--- config.mk ---
export PLATFORM = sky130hd
export DESIGN_NAME = json_string_literal_validator_top_flat
export DESIGN_NICKNAME = d
export VERILOG_FILES = /design/src/hw/rtl/jslv_pkg.sv /design/src/hw/rtl/jslv_if.sv /design/src/hw/rtl/jslv_in_stage.sv /design/src/hw/rtl/jslv_core.sv /design/src/hw/rtl/jslv_out_stage.sv /design/src/hw/rtl/json_string_literal_validator_top.sv /design/src/flat_wrapper.sv
export VERILOG_INCLUDE_DIRS = /design/src /design/src/hw/rtl
export SDC_FILE = /design/constraint.sdc
export NUM_CORES = 1
export LEC_CHECK = 0
export BUFFER_PORTS_ARGS = -buffer_cell sky130_fd_sc_hd__buf_2
export CORE_UTILIZATION = 59
export DETAILED_ROUTE_END_ITERATION = 8
export PLACE_DENSITY = 0.8
export SYNTH_ARGS = -nofsm -noshare
export SYNTH_HDL_FRONTEND = slang
export SYNTH_HIERARCHICAL = 1
export SYNTH_SLANG_ARGS = --single-unit
--- constraint.sdc ---
create_clock -name clk -period 5.2 [get_ports clk]
set_input_delay 0.78 -clock clk [delete_from_list [all_inputs] [get_ports clk]]
set_output_delay 0.78 -clock clk [all_outputs]
set_load 0.02 [all_outputs]
--- src/hw/rtl/json_string_literal_validator_top_macros.svh ---
// Assertion helpers. Both expect clk and arst_n in the scope of use.
`ifndef JSON_STRING_LITERAL_VALIDATOR_TOP_MACROS_SVH
`define JSON_STRING_LITERAL_VALIDATOR_TOP_MACROS_SVH

`ifndef NO_ASSERTIONS
// same-cycle implication
`define JSLV_ASSERT_IMP(lbl, ante, cons) \
	lbl: assert property (@(posedge clk) disable iff (!arst_n) (ante) |-> (cons)) \
		else $error("assertion failed");
// next-cycle implication
`define JSLV_ASSERT_NXT(lbl, ante, cons) \
	lbl: assert property (@(posedge clk) disable iff (!arst_n) (ante) |=> (cons)) \
		else $error("assertion failed");
`else
`define JSLV_ASSERT_IMP(lbl, ante, cons)
`define JSLV_ASSERT_NXT(lbl, ante, cons)
`endif

`endif

--- src/hw/rtl/jslv_pkg.sv ---
package jslv_pkg;

	localparam int unsigned LEN_W = 17;
	localparam int unsigned MAXLEN_W = 16;
	localparam logic [MAXLEN_W-1:0] MAX_LENGTH_RST = 16'd4096;

	localparam logic [1:0] ST_SCAN   = 2'd0;
	localparam logic [1:0] ST_ACCEPT = 2'd1;
	localparam logic [1:0] ST_REJECT = 2'd2;
	localparam logic [1:0] ST_IDLE   = 2'd3;

	localparam logic [7:0] QUOTE      = 8'h22;
	localparam logic [7:0] BACKSLASH  = 8'h5c;
	localparam logic [7:0] CTRL_LIMIT = 8'h20;

	typedef struct packed {
		logic [7:0] data_byte;
		logic       start_literal;
		logic       input_ends;
	} in_item_t;

	typedef struct packed {
		logic             decoded_valid;
		logic [7:0]       decoded_byte;
		logic [1:0]       status;
		logic [LEN_W-1:0] decoded_length;
	} res_t;

	typedef struct packed {
		logic             in_literal;
		logic             escape_pending;
		logic [1:0]       bytes_remaining;
		logic [2:0]       sequence_size;
		logic [20:0]      code_point;
		logic [LEN_W-1:0] length_count;
	} lit_state_t;

endpackage

--- src/hw/rtl/jslv_if.sv ---
interface jslv_in_if;
	logic       valid;
	logic       ready;
	logic [7:0] data_byte;
	logic       start_literal;
	logic       input_ends;

	modport source(output valid, output data_byte, output start_literal,
		output input_ends, input ready);
	modport sink(input valid, input data_byte, input start_literal,
		input input_ends, output ready);
endinterface

interface jslv_out_if;
	logic        valid;
	logic        ready;
	logic        decoded_valid;
	logic [7:0]  decoded_byte;
	logic [1:0]  status;
	logic [16:0] decoded_length;

	modport source(output valid, output decoded_valid, output decoded_byte,
		output status, output decoded_length, input ready);
	modport sink(input valid, input decoded_valid, input decoded_byte,
		input status, input decoded_length, output ready);
endinterface

--- src/hw/rtl/jslv_in_stage.sv ---
// Input register: one item deep, refills in the cycle it drains.
module jslv_in_stage (
	input  logic               clk,
	input  logic               arst_n,
	input  logic               in_valid,
	output logic               in_ready,
	input  jslv_pkg::in_item_t in_item,
	input  logic               advance,
	output logic               s1_valid,
	output jslv_pkg::in_item_t s1_item
);

	logic valid_s1;
	jslv_pkg::in_item_t item_s1;

	assign in_ready = !valid_s1 || advance;

	always_ff @(posedge clk or negedge arst_n) begin
		if (!arst_n) begin
			valid_s1 <= 1'b0;
		end else if (in_ready) begin
			valid_s1 <= in_valid;
		end
	end

	always_ff @(posedge clk) begin
		if (in_ready && in_valid) begin
			item_s1 <= in_item;
		end
	end

	assign s1_valid = valid_s1;
	assign s1_item  = item_s1;

endmodule

--- src/hw/rtl/jslv_core.sv ---
`include "json_string_literal_validator_top_macros.svh"

// Literal state and the per-byte scan / unescape / UTF-8 step.
module jslv_core (
	input  logic                             clk,
	input  logic                             arst_n,
	input  logic                             cfg_wr_en,
	input  logic [jslv_pkg::MAXLEN_W-1:0]    cfg_wr_data,
	input  logic                             step_en,
	input  jslv_pkg::in_item_t               item,
	output jslv_pkg::res_t                   res
);

	jslv_pkg::lit_state_t st_q;
	jslv_pkg::lit_state_t st_d;
	logic [jslv_pkg::MAXLEN_W-1:0] max_length_q;

	always_ff @(posedge clk or negedge arst_n) begin
		if (!arst_n) begin
			max_length_q <= jslv_pkg::MAX_LENGTH_RST;
		end else if (cfg_wr_en) begin
			max_length_q <= cfg_wr_data;
		end
	end

	always_ff @(posedge clk or negedge arst_n) begin
		if (!arst_n) begin
			st_q <= '0;
		end else if (step_en) begin
			st_q <= st_d;
		end
	end

	always_comb begin
		logic [7:0]  b;
		logic [7:0]  d;
		logic        have_d;
		logic        utf_ok;
		logic [jslv_pkg::LEN_W-1:0] len1;
		logic [20:0] cp_n;
		logic [1:0]  br_n;
		logic [2:0]  ss_n;

		b      = item.data_byte;
		d      = b;
		have_d = 1'b0;
		utf_ok = 1'b1;
		len1   = st_q.length_count + 1'b1;
		cp_n   = st_q.code_point;
		br_n   = st_q.bytes_remaining;
		ss_n   = st_q.sequence_size;
		st_d   = st_q;
		res    = '0;
		res.status = jslv_pkg::ST_SCAN;

		if (item.start_literal) begin
			st_d = '0;
			if (b != jslv_pkg::QUOTE || item.input_ends) begin
				res.status = jslv_pkg::ST_REJECT;
			end else begin
				st_d.in_literal = 1'b1;
			end
		end else if (!st_q.in_literal) begin
			res.status = jslv_pkg::ST_IDLE;
		end else if (st_q.escape_pending) begin
			st_d.escape_pending = 1'b0;
			have_d = 1'b1;
			case (b)
				8'h22: d = 8'h22;
				8'h5c: d = 8'h5c;
				8'h2f: d = 8'h2f;
				8'h62: d = 8'h08;
				8'h66: d = 8'h0c;
				8'h6e: d = 8'h0a;
				8'h72: d = 8'h0d;
				8'h74: d = 8'h09;
				default: begin
					have_d = 1'b0;
					st_d = '0;
					res.status = jslv_pkg::ST_REJECT;
					res.decoded_length = st_q.length_count;
				end
			endcase
		end else if (b == jslv_pkg::QUOTE) begin
			st_d = '0;
			res.status = (st_q.bytes_remaining == 2'd0) ? jslv_pkg::ST_ACCEPT
				: jslv_pkg::ST_REJECT;
			res.decoded_length = st_q.length_count;
		end else if (b < jslv_pkg::CTRL_LIMIT) begin
			st_d = '0;
			res.status = jslv_pkg::ST_REJECT;
			res.decoded_length = st_q.length_count;
		end else if (b == jslv_pkg::BACKSLASH) begin
			res.decoded_length = st_q.length_count;
			if (item.input_ends) begin
				st_d = '0;
				res.status = jslv_pkg::ST_REJECT;
			end else begin
				st_d.escape_pending = 1'b1;
			end
		end else begin
			have_d = 1'b1;
		end

		if (have_d) begin
			// UTF-8 check on the decoded byte
			if (st_q.bytes_remaining == 2'd0) begin
				if (d[7] == 1'b0) begin
					utf_ok = 1'b1;
				end else if (d[7:5] == 3'b110) begin
					ss_n = 3'd2;
					cp_n = {16'd0, d[4:0]};
					br_n = 2'd1;
				end else if (d[7:4] == 4'b1110) begin
					ss_n = 3'd3;
					cp_n = {17'd0, d[3:0]};
					br_n = 2'd2;
				end else if (d[7:3] == 5'b11110) begin
					ss_n = 3'd4;
					cp_n = {18'd0, d[2:0]};
					br_n = 2'd3;
				end else begin
					utf_ok = 1'b0;
				end
			end else if (d[7:6] != 2'b10) begin
				utf_ok = 1'b0;
			end else begin
				cp_n = {st_q.code_point[14:0], d[5:0]};
				br_n = st_q.bytes_remaining - 2'd1;
				if (br_n == 2'd0) begin
					// overlong, above the Unicode range, or surrogate
					if ((ss_n == 3'd2 && cp_n < 21'h80) ||
						(ss_n == 3'd3 && cp_n < 21'h800) ||
						(ss_n == 3'd4 && cp_n < 21'h10000) ||
						cp_n > 21'h10ffff ||
						(cp_n >= 21'hd800 && cp_n <= 21'hdfff)) begin
						utf_ok = 1'b0;
					end
				end
			end

			res.decoded_length = len1;
			if (!utf_ok || len1 > {1'b0, max_length_q} || item.input_ends) begin
				st_d = '0;
				res.status = jslv_pkg::ST_REJECT;
			end else begin
				st_d.length_count    = len1;
				st_d.code_point      = cp_n;
				st_d.bytes_remaining = br_n;
				st_d.sequence_size   = ss_n;
				res.decoded_valid    = 1'b1;
				res.decoded_byte     = d;
			end
		end else if (res.status == jslv_pkg::ST_SCAN && !st_q.escape_pending
			&& st_q.in_literal && !item.start_literal && item.input_ends) begin
			// a trailing backslash is handled above; nothing else lands here
			st_d = '0;
			res.status = jslv_pkg::ST_REJECT;
		end
	end

	`JSLV_ASSERT_IMP(a_esc_in_lit, st_q.escape_pending, st_q.in_literal)
	`JSLV_ASSERT_IMP(a_seq_in_lit, st_q.bytes_remaining != 2'd0,
		st_q.in_literal && st_q.sequence_size > {1'b0, st_q.bytes_remaining})
	`JSLV_ASSERT_NXT(a_end_goes_idle, step_en && res.status != jslv_pkg::ST_SCAN,
		!st_q.in_literal)
	`JSLV_ASSERT_IMP(a_byte_only_scan, res.decoded_valid,
		res.status == jslv_pkg::ST_SCAN && res.decoded_length != '0)

endmodule

--- src/hw/rtl/jslv_out_stage.sv ---
// Result register; holds its item while the receiver stalls.
module jslv_out_stage (
	input  logic           clk,
	input  logic           arst_n,
	input  logic           load,
	input  jslv_pkg::res_t res,
	input  logic           out_ready,
	output logic           out_valid,
	output jslv_pkg::res_t res_q,
	output logic           advance
);

	logic valid_q;

	assign advance = !valid_q || out_ready;

	always_ff @(posedge clk or negedge arst_n) begin
		if (!arst_n) begin
			valid_q <= 1'b0;
		end else if (advance) begin
			valid_q <= load;
		end
	end

	always_ff @(posedge clk) begin
		if (advance && load) begin
			res_q <= res;
		end
	end

	assign out_valid = valid_q;

endmodule

--- src/hw/rtl/json_string_literal_validator_top.sv ---
// JSON string literal validator.
// in_ch  : valid/ready channel of raw text bytes, one item per byte, with
//          start_literal marking the opening quote and input_ends the last byte.
// out_ch : valid/ready channel, exactly one result item per input item:
//          decoded byte (when valid), status and running decoded length.
// cfg    : cfg_wr_en/cfg_wr_data write max_length; write only while idle.
// Path:    an accepted input item passes the input register, then the result
//          register, and its result item is presented from there.
// Throughput: one item per cycle while out_ch takes results; the literal state
//          update is a single short combinational step between the two registers.
// Reset (arst_n low): no literal open, max_length back to 4096, both
//          registers empty.
// Receiver stall: the result register holds its item; the input register
//          still takes one more item if it is empty, then in_ch.ready drops until out_ch
//          drains. Nothing is lost or repeated.
module json_string_literal_validator_top (
	input  logic                          clk,
	input  logic                          arst_n,
	input  logic                          cfg_wr_en,
	input  logic [jslv_pkg::MAXLEN_W-1:0] cfg_wr_data,
	jslv_in_if.sink                       in_ch,
	jslv_out_if.source                    out_ch
);

	jslv_pkg::in_item_t in_item;
	jslv_pkg::in_item_t s1_item;
	jslv_pkg::res_t     res;
	jslv_pkg::res_t     res_q;
	logic               s1_valid;
	logic               advance;

	assign in_item.data_byte     = in_ch.data_byte;
	assign in_item.start_literal = in_ch.start_literal;
	assign in_item.input_ends    = in_ch.input_ends;

	// stage 1: input register
	jslv_in_stage u_in (
		.clk      (clk),
		.arst_n   (arst_n),
		.in_valid (in_ch.valid),
		.in_ready (in_ch.ready),
		.in_item  (in_item),
		.advance  (advance),
		.s1_valid (s1_valid),
		.s1_item  (s1_item)
	);

	// literal state advances only when the item moves into the result register
	jslv_core u_core (
		.clk         (clk),
		.arst_n      (arst_n),
		.cfg_wr_en   (cfg_wr_en),
		.cfg_wr_data (cfg_wr_data),
		.step_en     (s1_valid && advance),
		.item        (s1_item),
		.res         (res)
	);

	// stage 2: result register
	jslv_out_stage u_out (
		.clk       (clk),
		.arst_n    (arst_n),
		.load      (s1_valid),
		.res       (res),
		.out_ready (out_ch.ready),
		.out_valid (out_ch.valid),
		.res_q     (res_q),
		.advance   (advance)
	);

	assign out_ch.decoded_valid  = res_q.decoded_valid;
	assign out_ch.decoded_byte   = res_q.decoded_byte;
	assign out_ch.status         = res_q.status;
	assign out_ch.decoded_length = res_q.decoded_length;

endmodule
--- src/flat_wrapper.sv ---
// flat-port wrapper written by rule: the top's interface ports become plain ports
module json_string_literal_validator_top_flat 
  (clk, arst_n, cfg_wr_en, cfg_wr_data, in_ch_valid, in_ch_data_byte, in_ch_start_literal, in_ch_input_ends, in_ch_ready, out_ch_valid, out_ch_decoded_valid, out_ch_decoded_byte, out_ch_status, out_ch_decoded_length, out_ch_ready);
  jslv_in_if in_ch_i ();
  jslv_out_if out_ch_i ();
  input  logic clk;
  input  logic arst_n;
  input  logic cfg_wr_en;
  input  logic [jslv_pkg::MAXLEN_W-1:0] cfg_wr_data;
  input wire logic [$bits(in_ch_i.valid)-1:0] in_ch_valid;
  input wire logic [$bits(in_ch_i.data_byte)-1:0] in_ch_data_byte;
  input wire logic [$bits(in_ch_i.start_literal)-1:0] in_ch_start_literal;
  input wire logic [$bits(in_ch_i.input_ends)-1:0] in_ch_input_ends;
  output wire logic [$bits(in_ch_i.ready)-1:0] in_ch_ready;
  output wire logic [$bits(out_ch_i.valid)-1:0] out_ch_valid;
  output wire logic [$bits(out_ch_i.decoded_valid)-1:0] out_ch_decoded_valid;
  output wire logic [$bits(out_ch_i.decoded_byte)-1:0] out_ch_decoded_byte;
  output wire logic [$bits(out_ch_i.status)-1:0] out_ch_status;
  output wire logic [$bits(out_ch_i.decoded_length)-1:0] out_ch_decoded_length;
  input wire logic [$bits(out_ch_i.ready)-1:0] out_ch_ready;
  assign in_ch_i.valid = in_ch_valid;
  assign in_ch_i.data_byte = in_ch_data_byte;
  assign in_ch_i.start_literal = in_ch_start_literal;
  assign in_ch_i.input_ends = in_ch_input_ends;
  assign in_ch_ready = in_ch_i.ready;
  assign out_ch_valid = out_ch_i.valid;
  assign out_ch_decoded_valid = out_ch_i.decoded_valid;
  assign out_ch_decoded_byte = out_ch_i.decoded_byte;
  assign out_ch_status = out_ch_i.status;
  assign out_ch_decoded_length = out_ch_i.decoded_length;
  assign out_ch_i.ready = out_ch_ready;
  json_string_literal_validator_top u_core (.clk(clk), .arst_n(arst_n), .cfg_wr_en(cfg_wr_en), .cfg_wr_data(cfg_wr_data), .in_ch(in_ch_i), .out_ch(out_ch_i));
endmodule
After elaboration in Yosys (flattened, before gate mapping):

Index checks and enable logic that the tools add are counted.

* bits in registers: 95
* bits in latches: 0
* RAM bits: 0
* bits in read-only memories: 0
* input bits: 31
* output and inout bits: 30
* word-level logic and storage cells: 153
* memories kept: 0

* $add $sub $neg: 2
* multiply operators: 0
* divide/modulo/power cells: 0
* $lt $le $gt $ge: 8
* eq/ne operators: 23
* shift operators: 0
* mux-type cells: 68
* bitwise gates (word level): 1
* reduce and logical (&&, ||, !) cells: 35

Operator list (number)
* 2-to-1 mux 45 bit: 9
* 2-to-1 mux 21 bit: 6
* 2-to-1 mux 19 bit: 5
* 2-to-1 mux 43 bit: 2
* case mux 8 bit (8 select lines): 1
* 2-to-1 mux 17 bit: 3
* == test 8 x 7 -> 1 bit (second input constant): 6
* 2-to-1 mux 2 bit: 15
* 2-to-1 mux 8 bit: 3
* greater-or-equal comparator 21 x 16 -> 1 bit (second input constant): 1
* greater-than comparator 21 bit (second input constant): 1
* <= comparator 21 x 16 -> 1 bit (second input constant): 1
* less-than comparator 21 x 12 -> 1 bit (second input constant): 1
* less-than comparator 21 x 17 -> 1 bit (second input constant): 1
* less-than comparator 21 x 8 -> 1 bit (second input constant): 1
* 2-to-1 mux 1 bit: 18
* adder 17 x 1 -> 17 bit (second input constant): 1
* greater-than comparator 17 x 16 -> 1 bit: 1
* == test 8 x 6 -> 1 bit (second input constant): 2
* AND reduction 8 bit: 2
* 2-to-1 mux 3 bit: 5
* nonzero test 7 bit: 2
* logical AND 1 bit: 10
* logical OR 1 bit: 9
* 21 further kinds: 31

Logic depth before layout (Yosys ltp):

Gate-level depths: netlist (run 1).

* depth after elaboration: 21
* depth in mapped cells: 18
* depth with buffers taken out: 15

Hierarchy:

The synthesis (run 1) kept the hierarchy.

Modules (own cells, without submodules)
* jslv_core: times used 1, cells an instance 460, area an instance 3917.5 um^2, sequential area each 1377.6 um^2
* jslv_out_stage: times used 1, cells an instance 32, area an instance 894.6 um^2, sequential area each 865.8 um^2
* jslv_in_stage: times used 1, cells an instance 14, area an instance 354.1 um^2, sequential area each 325.3 um^2
* json_string_literal_validator_top: times used 1, cells an instance 1, area an instance 6.3 um^2, sequential area each 0.0 um^2

Worst setup path after synthesis (run 1):

OpenSTA, ideal clock, no wires.

* kind: register to register
* start point: register u_core/u_core/st_q[10] (netlist name)
* end point: register u_core/u_core/st_q[23] (netlist name)
* library setup time: 66 ps
* arrival: 3997 ps
* setup slack: 1136 ps
* cell stages (with the launch flop): 18
* buffers on the path: 4
* clock period less this slack: 4064 ps
* path through: dfrtp_1 clkbuf_1 nand2_1 or4_1 or2_2 clkbuf_1 or3_1 nand2_1 ha_1 nand3_1 or3_1 o22ai_1 a21oi_1 or4b_1 buf_6 o31ai_4 buf_6 a22o_1

* cells in the longest elaborated chain, start to end: 6

Ends and longest elaborated chain
* from (decl): line jslv_core.sv:14 `jslv_pkg::lit_state_t st_q;`
* from (signal assigned): line jslv_core.sv:30 `st_q <= st_d;`
* adder 17 x 1 -> 17 bit (*): line jslv_core.sv:48 `len1 = st_q.length_count + 1'b1;`
* greater-than comparator 17 x 16 -> 1 bit (*): line jslv_core.sv:143 `if (!utf_ok || len1 > {1'b0, max_length_q} || item.input_ends) begin`
* logical OR 1 bit (*) (2 in series): line jslv_core.sv:143
* != test 6 x 2 -> 1 bit (no line) (tied with other cells)
* AND reduction 8 bit (no line) or 2-to-1 mux 45 bit (tied branches)

Mark *: on every way between the ends. The rest lies on a longest branch, timed or not.
A chain may end at the register's enable or synchronous reset.

Final worst setup path (run 1):

* start point: register u_core/u_core/st_q[5] (netlist name)
* end point: register u_core/u_core/st_q[0] (netlist name)

* cells in the longest elaborated chain, start to end: 6

Ends and longest elaborated chain
* adder 17 x 1 -> 17 bit: line jslv_core.sv:48
* greater-than comparator 17 x 16 -> 1 bit: line jslv_core.sv:143
* logical OR 1 bit (2 in series): line jslv_core.sv:143
* 2-to-1 mux 43 bit: line jslv_core.sv:143
* 2-to-1 mux 45 bit: line jslv_core.sv:105 `if (have_d) begin`

No other way between the ends.

==> results of run 1 <==
flip-flops by register name, summed over array words and instances, names as in the netlist:
| name | cells |
|---|---|
| u_core/u_in/s1_item | 10 |
| u_core/u_in/s1_valid | 1 |
| u_core/u_core/st_q | 39 |
| u_core/u_out/res_q | 28 |
| u_core/u_out/out_valid | 1 |
| u_core/u_core/max_length_q | 16 |
per-layer routing:
| metal | track usage (%) | vias up | wire length (µm) |
|---|---|---|---|
| met2 | 40.5 | 150 | 4810 |
| met5 | 0 | - | 0 |
| met3 | 3.67 | 17 | 666 |
| li1 | - | 1925 | - |
| met4 | 11.7 | 0 | 200 |
| met1 | 38.2 | 1900 | 5130 |
through the flow:
| stage | utilization, % | instances | hold WS [ns] | worst slack [ns] | power [mW] |
|---|---|---|---|---|---|
| after floorplan | - | 507 | 0.466 | 1.14 | 0.936 |
| after global placement | 65.3 | 642 | 0.488 | 0.725 | 0.982 |
| after detailed placement | 65.3 | 642 | 0.493 | 0.593 | 0.988 |
| after CTS | 67.8 | 658 | 0.519 | 0.564 | 1.49 |
| after global routing | 67.8 | 658 | 0.537 | 0.204 | 1.53 |
| final | 67.8 | 658 | 0.510 | 0.509 | 1.48 |
cells in the mapped netlist, types with 7 or more instances:
cell type  instances
a22o_1            25
ha_1              17
a21oi_1            9
nand2_1           52
nand4_1           11
nor3_1            16
nor2_1            38
dfrtp_1           56
clkbuf_1          17
o31ai_1            7
xor2_1             7
nand3_1           14
xnor2_1           12
inv_1             27
o21ai_0           46
edfxtp_1          38
power by group through the flow:
stage	registers (mW)	logic, mW	clock network [mW]
2_1_floorplan	0.857	0.0788	0
3_3_place_gp	0.847	0.135	0
4_1_cts	0.833	0.140	0.512
3_5_place_dp	0.848	0.140	0
6_report	0.832	0.139	0.507
5_1_grt	0.837	0.156	0.541
logic make-up (layout without fill, tap and decap cells):
| group | count (synthesis) | count (layout) |
|---|---|---|
| AND/OR/NAND/NOR | 184 | 184 |
| AO/OA/AOI/OAI | 129 | 129 |
| flip-flops | 95 | 95 |
| buffers and inverters | 60 | 106 |
| XOR/XNOR | 19 | 19 |
| adder cells (fa/ha/maj) | 17 | 17 |
| multiplexers | 3 | 3 |
layout make-up:
cell class	count	area (µm²)	area share (%)
flip-flops and latches	95	2570	45.5
multi-input cells	352	2320	41.0
repair buffers	63	323	5.71
clock buffers	12	179	3.17
well taps	105	131	2.32
inverters	27	101	1.79
clock inverters	4	30.0	0.531
path summary, 6_finish.rpt:
kind	startpoint	end	slack, ns	cells after the start
setup / recovery	u_core/u_core/st_q[5]$_DFFE_PN0P_	u_core/u_core/st_q[0]$_DFFE_PN0P_	0.51	14
setup reg to reg	u_core/u_core/st_q[5]$_DFFE_PN0P_	u_core/u_core/st_q[0]$_DFFE_PN0P_	0.51	14
min in group asynchronous	arst_n	u_core/u_core/max_length_q[13]$_DFFE_PN0P_	0.55	2
max in group asynchronous	arst_n	u_core/u_core/st_q[8]$_DFFE_PN0P_	4.17	2
hold reg to reg	u_core/u_core/st_q[28]$_DFFE_PN0P_	u_core/u_core/st_q[28]$_DFFE_PN0P_	0.51	1
hold / removal	u_core/u_core/st_q[28]$_DFFE_PN0P_	u_core/u_core/st_q[28]$_DFFE_PN0P_	0.51	1
==> flow_summary.yaml, run 1 <==
hold_path:
  holdCritPathClass: "reg -> reg"
placement:
  place.gp.congestion: 0.916
  port_buffers: 60
  dpl-instance-area_um2: 5440
  hpwlAfterDp_mm: 7.59
flow_run:
  drv_cap: 0
routing:
  avgViaCountPerCell: 6.07
  vias: 3992
  drc_errors: 0
  drtIter0Drc: 253
  drt-total-wl_mm: 10.8
  ant_nets: 0
  wl_per_cell_um: 16.4
  first_pass_iters: 5
layout:
  fin_nets: 596
  syn_to_final_growth_pct: 9.26
  drive_gt1_share_pct: 18.3
  final_common_cell: "buf_2"
  fillCellCount: 657
  antenna_cells: 0
  mostFrequentLayoutCells: "buf_2, dfrtp_1, nand2_1"
  final_cell_area_um2: 5650
synth:
  ys.flop_type: "dfrtp_1"
  synthMuxAreaShare_pct: 0.653
  synth.avg_cell_area_um2: 10.2
  synthTopCellsByArea: "dfrtp_1, edfxtp_1, o21ai_0"
  ys_async_sr_fraction_pct: 60.0
  yosysTopAreaCell: "dfrtp_1"
  synthSimpleGateAreaFrac_pct: 19.0
  synth_nets: 555
  ys_types: 70
  syn_area_um2: 5170
  synth_top_family_by_area: "simple AND/OR/NAND/NOR gates"
  ys_ff_latch: 95
  synth-compound-area-share_pct: 17.8
  synth_top_area_share_pct: 27.1
  synth_edf_count: 38
  ys.warnings.count: 6
  synthXorXnorAreaFrac_pct: 3.22
  ys_seq_area_share_pct: 49.7
  syn_inst: 507
  synth_fa_ha_area_share_pct: 4.11
timing:
  rsz0062_at_grt: "no"
  slew_headroom_pct: 49.5
  tightest_slew_ns: 0.755
  setup_viol: 0
  finalHoldViolCount: 0
  min_period_over_period_pct: 90.2
  slew_violations: 0
  max_clock_freq_ghz: 0.213
  final.setup_skew_ns: 0.00617
  finalSetupTns_ns: 0
  layout_min_cycle_time_ns: 4.69
setup_path:
  arrival_ns: 5.00
  critPathKind: "reg -> reg"
  cp_cell_sequence: "nand4_1 > or4_1 > or2_2 > o21ai_0 > nand2_1 > ha_1 > nand3_1 > or3_1 > o22ai_1 > a21oi_1 > or4b_1 > buf_4 > nor2_2 > mux2_2"
  crit_fanout: 20
  required_ns: 5.51
  crit_family: "simple AND/OR/NAND/NOR gates"
  slowest_delay_ns: 0.69
  start_kind: "flip-flop"
  crit_slowest_cell: "or4b_1"
  crit_buf_inv: 1
  cp-end-kind: "flip-flop"
clock_tree:
  cts_root_buffer: "clkbuf_8"
  cts_hold_buf: 0
  cts_resized: 0
  cts_buffer_depth: 2
  postCtsSetupBuffers: 0
  cts-buffers-inserted: 9
  cts_sinks: 95
  path_clk_slew_ns: 0.09
  cts_tree: "built"
  htreeDepth: 3
  clock_latency_ns: 0.37
power:
  vdd_ir_drop_max_mv: 0.172
  p_leak_nw: 2.50
  comb_power_share_pct: 9.4
  internal-power_mw: 1.10
  p_sw_uw: 378
  seqPwrFrac_pct: 56.3
  swShare_pct: 25.6
  clockPowerShare_pct: 34.3
  pwr_density_cell_nw_per_um2: 262
floorplanning:
  die_area_um2: 9150
  start_util_pct: 62.0
  die_height_um: 95.6
  placementRows: 33
  die_w_um: 95.6
  io_pins: 61
  core_um2: 8340
global_route:
  grt_start_max_net_pins: 58
  grt_pass1_vias: 3819
  grt_overflow: 0
  grt_pass1_wl_mm: 18.3
  antenna_found_initial: 0
  grtUsageTotal_pct: 26.7
run_status:
  status: "finished clean"
(Power assumes the default switching activity.)
==> run 2: changes to the inputs <==
--- a/config.mk
+++ b/config.mk
@@ -10,6 +10,7 @@
 export CORE_UTILIZATION = 59
 export DETAILED_ROUTE_END_ITERATION = 8
 export PLACE_DENSITY = 0.8
+export REMOVE_ABC_BUFFERS = 1
 export SYNTH_ARGS = -nofsm -noshare
 export SYNTH_HDL_FRONTEND = slang
 export SYNTH_HIERARCHICAL = 1
==> run 2 against run 1 <==
Against the previous run: worst setup slack got worse by 0.023 ns; core utilization decreased by 0.27 points; die area unchanged; clock power decreased by 6.5%; register-to-register slack got worse by 0.02 ns; first-iteration DRC count increased by 36%; clock-buffer cell count decreased by 3; global-route usage increased by 0.34 points; sequential share of layout area increased by 0.18 points; sequential power about the same; final cell count unchanged; fmax decreased by 0.50%.
==> flow_summary.yaml, run 2 (synthesized netlist as in run 1, its figures left out) <==
floorplanning:
  core_um2: 8340
  start_util_pct: 62.0
  io_pins: 61
  die_area_um2: 9150
  placementRows: 33
  die_height_um: 95.6
  die_w_um: 95.6
clock_tree:
  htreeDepth: 3
  cts_hold_buf: 0
  cts-buffers-inserted: 9
  cts_resized: 0
  cts_tree: "built"
  cts_root_buffer: "clkbuf_8"
  postCtsSetupBuffers: 0
  cts_buffer_depth: 2
  clock_latency_ns: 0.38
  path_clk_slew_ns: 0.10
  cts_sinks: 95
power:
  swShare_pct: 27.6
  clockPowerShare_pct: 32.8
  pwr_density_cell_nw_per_um2: 257
  vdd_ir_drop_max_mv: 0.157
  p_leak_nw: 2.49
  p_sw_uw: 399
  seqPwrFrac_pct: 57.5
  comb_power_share_pct: 9.7
  internal-power_mw: 1.05
  power_mw: 1.45
routing:
  drt-total-wl_mm: 11.1
  first_pass_iters: 5
  vias: 4032
  top_layer_used: "met4"
  ant_nets: 0
  drtIter0Drc: 345
  route.met3.wl_um: 625
  wl_met2_mm: 5.12
  avgViaCountPerCell: 6.13
  wl_per_cell_um: 16.9
  wl_met1_mm: 5.15
  drc_errors: 0
global_route:
  grt_pass1_wl_mm: 18.6
  antenna_found_initial: 0
  grtUsageTotal_pct: 27.0
  grt_overflow: 0
  grt_pass1_vias: 3759
  grt_start_max_net_pins: 58
placement:
  hpwlAfterDp_mm: 7.67
  place.gp.congestion: 0.846
  port_buffers: 60
hold_path:
  holdCritPathClass: "reg -> reg"
setup_path:
  crit_slowest_cell: "or4b_1"
  crit_buf_inv: 1
  arrival_ns: 5.03
  required_ns: 5.52
  critPathKind: "reg -> reg"
  cp_cell_sequence: "nand4_1 > or4_1 > or2_2 > o21ai_0 > nand2_1 > ha_1 > nand3_1 > or3_1 > o22ai_1 > a21oi_1 > or4b_1 > buf_4 > nor2_2 > mux2_2"
  start_kind: "flip-flop"
  cp-end-kind: "flip-flop"
  crit_family: "simple AND/OR/NAND/NOR gates"
  slowest_delay_ns: 0.73
  crit_fanout: 18
timing:
  slew_headroom_pct: 49.4
  final.setup_skew_ns: 0.00714
  rsz0062_at_grt: "no"
  max_clock_freq_ghz: 0.212
  tightest_slew_ns: 0.756
  setup_viol: 0
  finalHoldViolCount: 0
  min_period_over_period_pct: 90.7
  layout_min_cycle_time_ns: 4.71
  slew_violations: 0
  finalSetupTns_ns: 0
layout:
  mostFrequentLayoutCells: "buf_2, dfrtp_1, nand2_1"
  largestRegisters: "u_core/u_core/st_q x39, u_core/u_out/res_q x28, u_core/u_core/max_length_q x16"
  fin_nets: 596
  antenna_cells: 0
  largest_reg_flops: 39
  top_register: "u_core/u_core/st_q"
  drive_gt1_share_pct: 18.3
  syn_to_final_growth_pct: 8.83
  final_common_cell: "buf_2"
run_status:
  status: "finished clean"
flow_run:
  drv_cap: 0
==> run 2: worst paths after layout <==
path / from / endpoint / slack (ns) / cells after the start
worst max-delay path: u_core/u_core/st_q[5]$_DFFE_PN0P_ / u_core/u_core/st_q[0]$_DFFE_PN0P_ / 0.49 / 14
worst min-delay path: u_core/u_core/st_q[17]$_DFFE_PN0P_ / u_core/u_core/st_q[23]$_DFFE_PN0P_ / 0.52 / 1
worst max register to register: u_core/u_core/st_q[5]$_DFFE_PN0P_ / u_core/u_core/st_q[0]$_DFFE_PN0P_ / 0.49 / 14
worst min register to register: u_core/u_core/st_q[17]$_DFFE_PN0P_ / u_core/u_core/st_q[23]$_DFFE_PN0P_ / 0.52 / 1
max in group asynchronous: arst_n / u_core/u_core/st_q[0]$_DFFE_PN0P_ / 4.18 / 2
min in group asynchronous: arst_n / u_core/u_core/max_length_q[10]$_DFFE_PN0P_ / 0.54 / 2
==> run 2: area by class of cell <==
| class | instances | area (µm²) |
|---|---|---|
| repair buffers | 63 | 323 |
| flip-flops and latches | 95 | 2570 |
| well taps | 105 | 131 |
| clock inverters | 7 | 62.6 |
| fillers | 664 | 2710 |
| inverters | 27 | 101 |
| multi-input cells | 352 | 2320 |
| clock buffers | 9 | 124 |
==> run 2: through the flow <==
stage | cell area, µm² | cells | hold slack, ns | setup WS [ns] | utilization, %
after floorplan | 4990 | 474 | 0.466 | 0.896 | -
after global placement | 5440 | 642 | 0.488 | 0.694 | 65.3
after detailed placement | 5440 | 642 | 0.491 | 0.543 | 65.3
after CTS | 5630 | 658 | 0.515 | 0.502 | 67.5
after global routing | 5630 | 658 | 0.531 | 0.225 | 67.5
final | 5630 | 658 | 0.517 | 0.485 | 67.5
==> run 2: worst reg2reg max path, stage by stage (launching register included) <==
cell	delay (ns)
dfrtp_1	0.51
nand4_1	0.23
or4_1	0.63
or2_2	0.39
o21ai_0	0.22
nand2_1	0.09
ha_1	0.31
nand3_1	0.06
or3_1	0.35
o22ai_1	0.13
a21oi_1	0.08
or4b_1	0.73
buf_4	0.32
nor2_2	0.38
mux2_2	0.23
==> run 2: power by group through the flow <==
stage	Combinational [mW]	Clock, mW	Sequential, mW
after floorplan	0.0671	0	0.861
after global placement	0.136	0	0.847
after detailed placement	0.140	0	0.848
after CTS	0.141	0.483	0.833
after global routing	0.156	0.512	0.837
final	0.140	0.474	0.833
==> run 2: routing by layer <==
metal  up-vias  track usage, %
li1       1929               -
met1      1930            38.8
met2       154            40.8
met3        19            3.99
met4         0            11.7
met5         -               0
